File: config.mk
export PLATFORM = sky130hd
export DESIGN_NAME = integer_to_radix_digits
export DESIGN_NICKNAME = d
export VERILOG_FILES = /design/src/irdx_pkg.sv /design/src/irdx_ram.sv /design/src/irdx_div.sv /design/src/integer_to_radix_digits.sv
export SDC_FILE = /design/constraint.sdc
export NUM_CORES = 1
export LEC_CHECK = 0
export ABC_AREA = 1
export BUFFER_PORTS_ARGS = -buffer_cell sky130_fd_sc_hd__buf_2
export CAP_MARGIN = 20
export CORE_MARGIN = 2
export CORE_UTILIZATION = 45
export CTS_CLUSTER_SIZE = 14
export DETAILED_ROUTE_END_ITERATION = 6
export SLEW_MARGIN = 5
export SYNTH_ARGS = -nofsm -noshare
export SYNTH_HDL_FRONTEND = slang
export SYNTH_HIERARCHICAL = 1
export SYNTH_SLANG_ARGS = --single-unit
File: constraint.sdc
create_clock -name clock -period 4.9 [get_ports clock]
set_input_delay 0.49 -clock clock [delete_from_list [all_inputs] [get_ports clock]]
set_output_delay 0.49 -clock clock [all_outputs]
set_load 0.1 [all_outputs]
File: src/irdx_pkg.sv
`timescale 1ns / 1ps

package irdx_pkg;

   localparam int VALUE_W     = 32;
   localparam int BASE_W      = 9;
   localparam int DIGIT_W     = 8;
   localparam int COUNT_W     = 5;
   localparam int REQ_TDATA_W = 32;
   localparam int RSP_TDATA_W = 16;

   localparam logic [BASE_W-1:0] BASE_MIN   = 9'd2;
   localparam logic [BASE_W-1:0] BASE_MAX   = 9'd256;
   localparam logic [BASE_W-1:0] BASE_RESET = 9'd256;

   // quotient bits retired per divider cycle
   localparam int DIV_BITS   = 4;
   localparam int DIV_CYCLES = VALUE_W / DIV_BITS;

   typedef struct packed {
      logic               start;
      logic [VALUE_W-1:0] dividend;
      logic [BASE_W-1:0]  divisor;
   } div_req_type;

   typedef struct packed {
      logic               done;
      logic [VALUE_W-1:0] quotient;
      logic [DIGIT_W-1:0] remainder;
   } div_rsp_type;

endpackage

File: src/irdx_ram.sv
`timescale 1ns / 1ps

module irdx_ram #(
   parameter int WIDTH = 8,
   parameter int DEPTH = 31
) (
   input  logic                     clock,
   input  logic                     wr_en,
   input  logic [$clog2(DEPTH)-1:0] wr_addr,
   input  logic [WIDTH-1:0]         wr_data,
   input  logic [$clog2(DEPTH)-1:0] rd_addr,
   output logic [WIDTH-1:0]         rd_data
);

   logic [WIDTH-1:0] mem_ff [DEPTH];
   logic [WIDTH-1:0] rd_data_ff;

   always_ff @(posedge clock) begin
      if (wr_en) begin
         mem_ff[wr_addr] <= wr_data;
      end
      rd_data_ff <= mem_ff[rd_addr];
   end

   assign rd_data = rd_data_ff;

endmodule

File: src/irdx_div.sv
`timescale 1ns / 1ps

module irdx_div (
   input  logic                 clock,
   input  logic                 reset,
   input  irdx_pkg::div_req_type div_req,
   output irdx_pkg::div_rsp_type div_rsp
);

   import irdx_pkg::*;

   localparam int STEP_W = $clog2(DIV_CYCLES);

   logic                busy_ff, busy_in;
   logic                done_ff, done_in;
   logic [STEP_W-1:0]   step_ff, step_in;
   logic [VALUE_W-1:0]  quo_ff, quo_in;
   logic [DIGIT_W-1:0]  rem_ff, rem_in;
   logic [BASE_W-1:0]   dvs_ff, dvs_in;
   logic [VALUE_W-1:0]  quo_nxt;
   logic [DIGIT_W-1:0]  rem_nxt;

   // restoring division, DIV_BITS quotient bits per cycle
   always_comb begin
      logic [BASE_W-1:0] trial;
      quo_nxt = quo_ff;
      rem_nxt = rem_ff;
      for (int i = 0; i < DIV_BITS; i++) begin
         trial   = {rem_nxt, quo_nxt[VALUE_W-1]};
         quo_nxt = {quo_nxt[VALUE_W-2:0], 1'b0};
         if (trial >= dvs_ff) begin
            trial      = trial - dvs_ff;
            quo_nxt[0] = 1'b1;
         end
         rem_nxt = trial[DIGIT_W-1:0];
      end
   end

   always_comb begin
      busy_in = busy_ff;
      done_in = 1'b0;
      step_in = step_ff;
      quo_in  = quo_ff;
      rem_in  = rem_ff;
      dvs_in  = dvs_ff;
      if (busy_ff) begin
         quo_in  = quo_nxt;
         rem_in  = rem_nxt;
         step_in = step_ff + STEP_W'(1);
         if (step_ff == STEP_W'(DIV_CYCLES - 1)) begin
            busy_in = 1'b0;
            done_in = 1'b1;
         end
      end else if (div_req.start) begin
         busy_in = 1'b1;
         step_in = '0;
         quo_in  = div_req.dividend;
         rem_in  = '0;
         dvs_in  = div_req.divisor;
      end
   end

   always_ff @(posedge clock) begin
      if (reset) begin
         busy_ff <= 1'b0;
         done_ff <= 1'b0;
         step_ff <= '0;
      end else begin
         busy_ff <= busy_in;
         done_ff <= done_in;
         step_ff <= step_in;
      end
      quo_ff <= quo_in;
      rem_ff <= rem_in;
      dvs_ff <= dvs_in;
   end

   assign div_rsp.done      = done_ff;
   assign div_rsp.quotient  = quo_ff;
   assign div_rsp.remainder = rem_ff;

endmodule

File: src/integer_to_radix_digits.sv
`timescale 1ns / 1ps
// Sequence: each digit comes from the shared radix divider (8 steps of 4 quotient bits)
// and is written to the digit store; each digit is then read from the digit store and
// loaded into the output register once it is free. A new item is taken only in idle,
// after the last digit is loaded. Digit count 1..MAX_DIGITS; a non-positive value gives 0.
// Reset: synchronous, active high; clears the sequencer and output valid, base = 256.

module integer_to_radix_digits #(
   parameter int MAX_DIGITS = 31
) (
   input  logic                                clock,
   input  logic                                reset,
   input  logic                                csr_wr_en,
   input  logic [irdx_pkg::BASE_W-1:0]         csr_wr_data,
   input  logic                                req_tvalid,
   output logic                                req_tready,
   input  logic [irdx_pkg::REQ_TDATA_W-1:0]    req_tdata,   // [31:0] value
   output logic                                rsp_tvalid,
   input  logic                                rsp_tready,
   output logic [irdx_pkg::RSP_TDATA_W-1:0]    rsp_tdata,   // [7:0] digit, [12:8] digit_count
   output logic                                rsp_tlast    // last
);

   import irdx_pkg::*;

   localparam int AW = $clog2(MAX_DIGITS);
   localparam int CW = $clog2(MAX_DIGITS + 1);

   localparam logic [1:0] S_IDLE = 2'd0;
   localparam logic [1:0] S_DIV  = 2'd1;
   localparam logic [1:0] S_READ = 2'd2;
   localparam logic [1:0] S_LOAD = 2'd3;

   logic [1:0]          state_ff, state_in;
   logic [BASE_W-1:0]   base_ff, base_in;
   logic [CW-1:0]       cnt_ff, cnt_in;
   logic [AW-1:0]       rd_idx_ff, rd_idx_in;
   logic                out_vld_ff, out_vld_in;
   logic [DIGIT_W-1:0]  digit_ff, digit_in;
   logic [COUNT_W-1:0]  count_ff, count_in;
   logic                last_ff, last_in;

   logic [BASE_W-1:0]   eff_base;
   logic [CW-1:0]       cnt_m1;
   logic [31:0]         cnt_ext;
   logic                req_acc;
   logic                positive;
   logic                cnt_full;
   logic                out_free;
   logic                ram_we;
   logic [AW-1:0]       ram_waddr;
   logic [DIGIT_W-1:0]  ram_wdata;
   logic [DIGIT_W-1:0]  ram_rdata;
   div_req_type         div_req;
   div_rsp_type         div_rsp;

   assign eff_base = (base_ff < BASE_MIN) ? BASE_MIN :
                     (base_ff > BASE_MAX) ? BASE_MAX : base_ff;
   assign base_in  = csr_wr_en ? csr_wr_data : base_ff;

   assign req_tready = (state_ff == S_IDLE);
   assign req_acc    = req_tvalid && req_tready;
   assign positive   = !req_tdata[VALUE_W-1] && (req_tdata != '0);
   assign cnt_full   = (cnt_ff >= CW'(MAX_DIGITS));
   assign cnt_m1     = cnt_ff - CW'(1);
   assign cnt_ext    = 32'(cnt_ff);
   assign out_free   = !out_vld_ff || rsp_tready;

   always_comb begin
      state_in   = state_ff;
      cnt_in     = cnt_ff;
      rd_idx_in  = rd_idx_ff;
      out_vld_in = out_vld_ff && !rsp_tready;
      digit_in   = digit_ff;
      count_in   = count_ff;
      last_in    = last_ff;
      ram_we     = 1'b0;
      ram_waddr  = cnt_ff[AW-1:0];
      ram_wdata  = div_rsp.remainder;
      div_req.start    = 1'b0;
      div_req.dividend = req_tdata;
      div_req.divisor  = eff_base;
      case (state_ff)
         S_IDLE: begin
            if (req_acc) begin
               if (positive) begin
                  div_req.start = 1'b1;
                  cnt_in        = '0;
                  state_in      = S_DIV;
               end else begin
                  ram_we    = 1'b1;
                  ram_waddr = '0;
                  ram_wdata = '0;
                  cnt_in    = CW'(1);
                  rd_idx_in = '0;
                  state_in  = S_READ;
               end
            end
         end
         S_DIV: begin
            div_req.dividend = div_rsp.quotient;
            if (div_rsp.done) begin
               // higher digits beyond the store are dropped
               if (!cnt_full) begin
                  ram_we = 1'b1;
                  cnt_in = cnt_ff + CW'(1);
               end
               if (div_rsp.quotient != '0) begin
                  div_req.start = 1'b1;
               end else begin
                  rd_idx_in = cnt_full ? cnt_m1[AW-1:0] : cnt_ff[AW-1:0];
                  state_in  = S_READ;
               end
            end
         end
         S_READ: begin
            state_in = S_LOAD;
         end
         S_LOAD: begin
            if (out_free) begin
               out_vld_in = 1'b1;
               digit_in   = ram_rdata;
               count_in   = cnt_ext[COUNT_W-1:0];
               last_in    = (rd_idx_ff == '0);
               if (rd_idx_ff == '0) begin
                  state_in = S_IDLE;
               end else begin
                  rd_idx_in = rd_idx_ff - AW'(1);
                  state_in  = S_READ;
               end
            end
         end
         default: begin
            state_in = S_IDLE;
         end
      endcase
   end

   always_ff @(posedge clock) begin
      if (reset) begin
         state_ff   <= S_IDLE;
         base_ff    <= BASE_RESET;
         out_vld_ff <= 1'b0;
         cnt_ff     <= '0;
         rd_idx_ff  <= '0;
      end else begin
         state_ff   <= state_in;
         base_ff    <= base_in;
         out_vld_ff <= out_vld_in;
         cnt_ff     <= cnt_in;
         rd_idx_ff  <= rd_idx_in;
      end
      digit_ff <= digit_in;
      count_ff <= count_in;
      last_ff  <= last_in;
   end

   irdx_div u_div (
      .clock   (clock),
      .reset   (reset),
      .div_req (div_req),
      .div_rsp (div_rsp)
   );

   irdx_ram #(
      .WIDTH (DIGIT_W),
      .DEPTH (MAX_DIGITS)
   ) u_ram (
      .clock   (clock),
      .wr_en   (ram_we),
      .wr_addr (ram_waddr),
      .wr_data (ram_wdata),
      .rd_addr (rd_idx_ff),
      .rd_data (ram_rdata)
   );

   assign rsp_tvalid = out_vld_ff;
   assign rsp_tdata  = {(RSP_TDATA_W - COUNT_W - DIGIT_W)'(0), count_ff, digit_ff};
   assign rsp_tlast  = last_ff;

endmodule

==> metrics.txt <==
# TYPE chip_impl_metric gauge
chip_impl_metric{name="total_vias_in_the_final_route",unit=""} 13202
chip_impl_metric{name="cts_hold_repair.buffers",unit=""} 0
chip_impl_metric{name="maximum_number_of_pins_on_one_net_before_global_route_repair",unit=""} 69
chip_impl_metric{name="multi_input_gate_area",unit="sq um"} 6937
chip_impl_info{name="layout_commonest_cell",value="sky130_fd_sc_hd__nand2_1"} 1
chip_impl_metric{name="maxCapViolations",unit=""} 0
chip_impl_metric{name="timing.final.setup_violations",unit=""} 9
chip_impl_metric{name="fin_crit_sh",unit="%"} 112.0
chip_impl_metric{name="finalHoldWorstSlack",unit="ns"} 0.1648
chip_impl_metric{name="critical_path_required",unit="ns"} 5.18
chip_impl_metric{name="routed_wire_length_per_instance",unit="um"} 17.78
chip_impl_metric{name="gp_congestion",unit=""} 0.9039
chip_impl_metric{name="number_of_buffers_inserted_during_clock_tree_synthesis",unit=""} 38
chip_impl_metric{name="comb_power_share",unit="%"} 62.7
chip_impl_metric{name="place_ws",unit="ns"} -0.7417
chip_impl_info{name="critical-path-top-delay-family",value="simple AND/OR/NAND/NOR gates"} 1
chip_impl_metric{name="critical_path.max_fanout",unit=""} 7
chip_impl_info{name="path_common_cell",value="sky130_fd_sc_hd__nand2_2"} 1
chip_impl_metric{name="ir_drop",unit="mV"} 2.265
chip_impl_info{name="most_used_cells_in_the_layout_excluding_fill_and_tap_cells",value="sky130_fd_sc_hd__nand2_1, sky130_fd_sc_hd__edfxtp_1, sky130_fd_sc_hd__nand3_1, sky130_fd_sc_hd__buf_4, sky130_fd_sc_hd__nor2_1"} 1
chip_impl_metric{name="setup_ws",unit="ns"} -0.5899
chip_impl_metric{name="gr-usage-met3",unit="%"} 3.747
chip_impl_metric{name="grtUsageMet1",unit="%"} 29.61
chip_impl_metric{name="slowest_delay",unit="ns"} 0.48
chip_impl_metric{name="die-area",unit="sq um"} 39170
chip_impl_info{name="crit_path_start_kind",value="register"} 1
chip_impl_info{name="crit_type",value="reg -> reg"} 1
chip_impl_metric{name="drt_first_iter_violations",unit=""} 854
chip_impl_metric{name="postRouteWirelength",unit="mm"} 44.89
chip_impl_metric{name="regArea",unit="sq um"} 10040
chip_impl_metric{name="yosys.cell_types.count",unit=""} 52
chip_impl_metric{name="numClockSinks",unit=""} 346
chip_impl_metric{name="clock_share_of_power",unit="%"} 15.6
chip_impl_metric{name="grt-ovfl-total",unit=""} 0
chip_impl_metric{name="cellInternalPower",unit="uW"} 10840
chip_impl_metric{name="max-slew-margin-rel",unit="%"} 30.71
chip_impl_metric{name="max_clock_freq",unit="GHz"} 0.1822
chip_impl_metric{name="seq_power_share",unit="%"} 21.8
chip_impl_metric{name="worstPathArrival",unit="ns"} 5.77
chip_impl_metric{name="grt_pass1_wl",unit="mm"} 69.59
chip_impl_metric{name="cts_buffer_depth",unit=""} 3
chip_impl_info{name="grt_setup_unrepaired",value="true"} 1
chip_impl_info{name="synth_top_flop_cell",value="sky130_fd_sc_hd__edfxtp_1"} 1
chip_impl_info{name="gr-max-usage-layer",value="met2"} 1
chip_impl_metric{name="area_growth_syn_to_layout",unit="%"} 24.50
chip_impl_metric{name="htree_num_levels",unit=""} 2
chip_impl_metric{name="switching_share",unit="%"} 39.08
chip_impl_metric{name="ys_ff_latch",unit=""} 346
chip_impl_metric{name="grt_usage",unit="%"} 23.00
chip_impl_metric{name="timing.final.crit_period",unit="ns"} 5.490
chip_impl_metric{name="syn-mean-instance-area",unit="sq um"} 9.355
chip_impl_metric{name="io-pin-count",unit=""} 65
chip_impl_metric{name="worst-slew-pin-transition",unit="ns"} 1.039
chip_impl_metric{name="drc",unit=""} 0
chip_impl_info{name="timing.critical_path.slowest_stage_cell",value="sky130_fd_sc_hd__edfxtp_1"} 1
chip_impl_metric{name="clk_transition_reported_paths",unit="ns"} 0.06
chip_impl_info{name="status",value="finished with violations"} 1
chip_impl_metric{name="die_width",unit="um"} 197.9
chip_impl_info{name="clock_tree.root_cell",value="sky130_fd_sc_hd__clkbuf_16"} 1
chip_impl_metric{name="rows",unit=""} 71
chip_impl_metric{name="pwr_density_cell",unit="nW/um^2"} 844.9
chip_impl_metric{name="final_design_area_no_fill",unit="sq um"} 21070
chip_impl_metric{name="yosysWarningCount",unit=""} 6
chip_impl_metric{name="starting_density_of_the_core",unit="%"} 45.36
chip_impl_metric{name="syn-instance-count",unit=""} 1809
chip_impl_metric{name="core-area",unit="sq um"} 37310
chip_impl_metric{name="setup_clock_skew_after_layout",unit="ns"} 0.02042
chip_impl_info{name="synthDominantAreaCellType",value="sky130_fd_sc_hd__edfxtp_1"} 1
chip_impl_metric{name="grt.met2_usage",unit="%"} 39.80
chip_impl_metric{name="final_net_count",unit=""} 2113
chip_impl_metric{name="switching_power",unit="uW"} 6957
chip_impl_info{name="hold_path_class",value="in -> reg"} 1
chip_impl_metric{name="antenna_violating_nets_post_route",unit=""} 0
chip_impl_metric{name="yosys.area.top_type_share",unit="%"} 55.19
chip_impl_metric{name="drtPass1Iterations",unit=""} 5
chip_impl_metric{name="final-hold-violation-count",unit=""} 0
chip_impl_metric{name="number_of_global_route_vias_before_repair",unit=""} 12868
chip_impl_metric{name="synthesis.area",unit="sq um"} 16920
chip_impl_metric{name="dp_hpwl",unit="mm"} 28.04
chip_impl_metric{name="edff_count_synth",unit=""} 311
chip_impl_metric{name="filler_cells_inserted",unit=""} 3272
chip_impl_info{name="violations",value="setup timing"} 1
chip_impl_info{name="setup.worst_path.end_class",value="register"} 1
chip_impl_metric{name="vias_per_instance",unit=""} 5.229
chip_impl_metric{name="insertion_delay",unit="ns"} 0.53
chip_impl_metric{name="share_of_synthesized_flip_flops_with_an_asynchronous_set_or_reset",unit="%"} 0
chip_impl_metric{name="placement.cell_area",unit="sq um"} 18680
chip_impl_metric{name="die_y",unit="um"} 197.9
chip_impl_metric{name="synth-seq-area-share",unit="%"} 59.33
chip_impl_info{name="cts_tree",value="built"} 1
chip_impl_metric{name="maxSlewViolCount",unit=""} 0
chip_impl_info{name="synthTopCellsByArea",value="sky130_fd_sc_hd__edfxtp_1, sky130_fd_sc_hd__nand2_1, sky130_fd_sc_hd__nand3_1"} 1
chip_impl_metric{name="timing.critical_path.buf_inv",unit=""} 7
chip_impl_metric{name="fin_util",unit="%"} 56.47
chip_impl_metric{name="grt_antenna_before_repair",unit=""} 1
chip_impl_metric{name="placement.io_buffers",unit=""} 61
chip_impl_metric{name="post_route_cells_drive_above_1_share",unit="%"} 24.34
chip_impl_metric{name="finalSetupTns",unit="ns"} -4.896
chip_impl_metric{name="p_leak",unit="uW"} 0.008549
[per-stage QoR]
step / instances / power, uW
2_1_floorplan: 1811 / 8729
3_3_place_gp: 2401 / 12220
3_5_place_dp: 2401 / 12260
4_1_cts: 2507 / 16540
5_1_grt: 2524 / 18900
6_report: 2525 / 17800
[sequential cells by signal, summed over array words and instances (netlist names), 5 cells and up]
name and flops:
cnt_ff 5, base_ff 9, u_div/dvs_ff 9, digit_ff 8, u_ram/rd_data 8, rd_idx_ff 5
u_ram/mem_ff 248, u_div/quo_ff 32, u_div/rem_ff 8, count_ff 5
[power groups by stage]
stage / Clock, uW / Combinational, uW / Sequential [uW]
3_3_place_gp: 0 / 8280 / 3930
6_report: 2770 / 11200 / 3880
5_1_grt: 2930 / 12100 / 3900
3_5_place_dp: 0 / 8330 / 3930
4_1_cts: 2820 / 9850 / 3870
2_1_floorplan: 0 / 4810 / 3920
[area by class of cell]
| type | instances | area share, % |
|---|---|---|
| timing repair buffer | 245 | 8.320 |
| antenna | 1 | 0.01188 |
| multi-input combinational | 1257 | 32.92 |
| sequential | 346 | 47.67 |
| tap | 474 | 2.815 |
| clock buffer | 55 | 5.214 |
| clock inverter | 15 | 0.5582 |
| inverter | 131 | 2.453 |
| timing repair inverter | 1 | 0.02969 |
[layer usage]
metal / up-vias / share of wire, %
met5: - / 0
met4: 0 / 2.6
met3: 80 / 5.3
met2: 358 / 50
met1: 6282 / 42
li1: 6482 / -
[synth_stat cells (all sizes together) (4+ instances only)]
library cell,n
ha,43
nand2,633
nand3,261
inv,129
dfxtp,35
fa,4
xor2,9
nor2,137
a211oi,4
nor3,10
xnor2,11
edfxtp,311
clkbuf,23
or2,8
o211ai,4
buf,54
and2,6
a21oi,40
o21ai,52
nand4,8
[worst register-to-register path, delay by kind of cell (launching register included)]
kind / cells / cell delay (ns)
AO/OA/AOI/OAI: 1 / 0.12
buffers and inverters: 7 / 0.94
flip-flops: 1 / 0.48
AND/OR/NAND/NOR: 25 / 2.70
adder cells (fa/ha/maj): 4 / 1.01
[cells by family (layout without fill, tap and decap cells)]
logic type                 after synthesis  after routing  synth area share [%]
and+or+nand+nor                       1071           1071                 26.83
AOI/OAI and AO/OA                      115            115                 3.823
other                                    1              4               0.02216
muxes                                    1              1               0.05915
xor gates and xnor gates                20             20                 1.035
DFF                                    346            346                 59.33
adders and majority gates               47             47                 3.653
buffers and inverters                  208            447                 5.250
[repair_timing]
item	in CTS	in global routing
endpoints found under the setup margin	9	9
gates cloned	2	0
gates resized for setup	78	98
setup buffers	34	16
pin swaps	41	61
[final timing paths]
kind / from / end / slack, ns / cells after the start
max: u_div/rem_ff[5]$_SDFFCE_PN0P_ / u_div/rem_ff[4]$_SDFFCE_PN0P_ / -0.59 / 37
min: csr_wr_data[8] / base_ff[8]$_SDFFE_PP1P_ / 0.16 / 3
max reg2reg: u_div/rem_ff[5]$_SDFFCE_PN0P_ / u_div/rem_ff[4]$_SDFFCE_PN0P_ / -0.59 / 37
min reg2reg: u_ram/rd_data[3]$_DFF_P_ / digit_ff[3]$_DFFE_PP_ / 0.40 / 0
(Power assumes the default switching activity.)
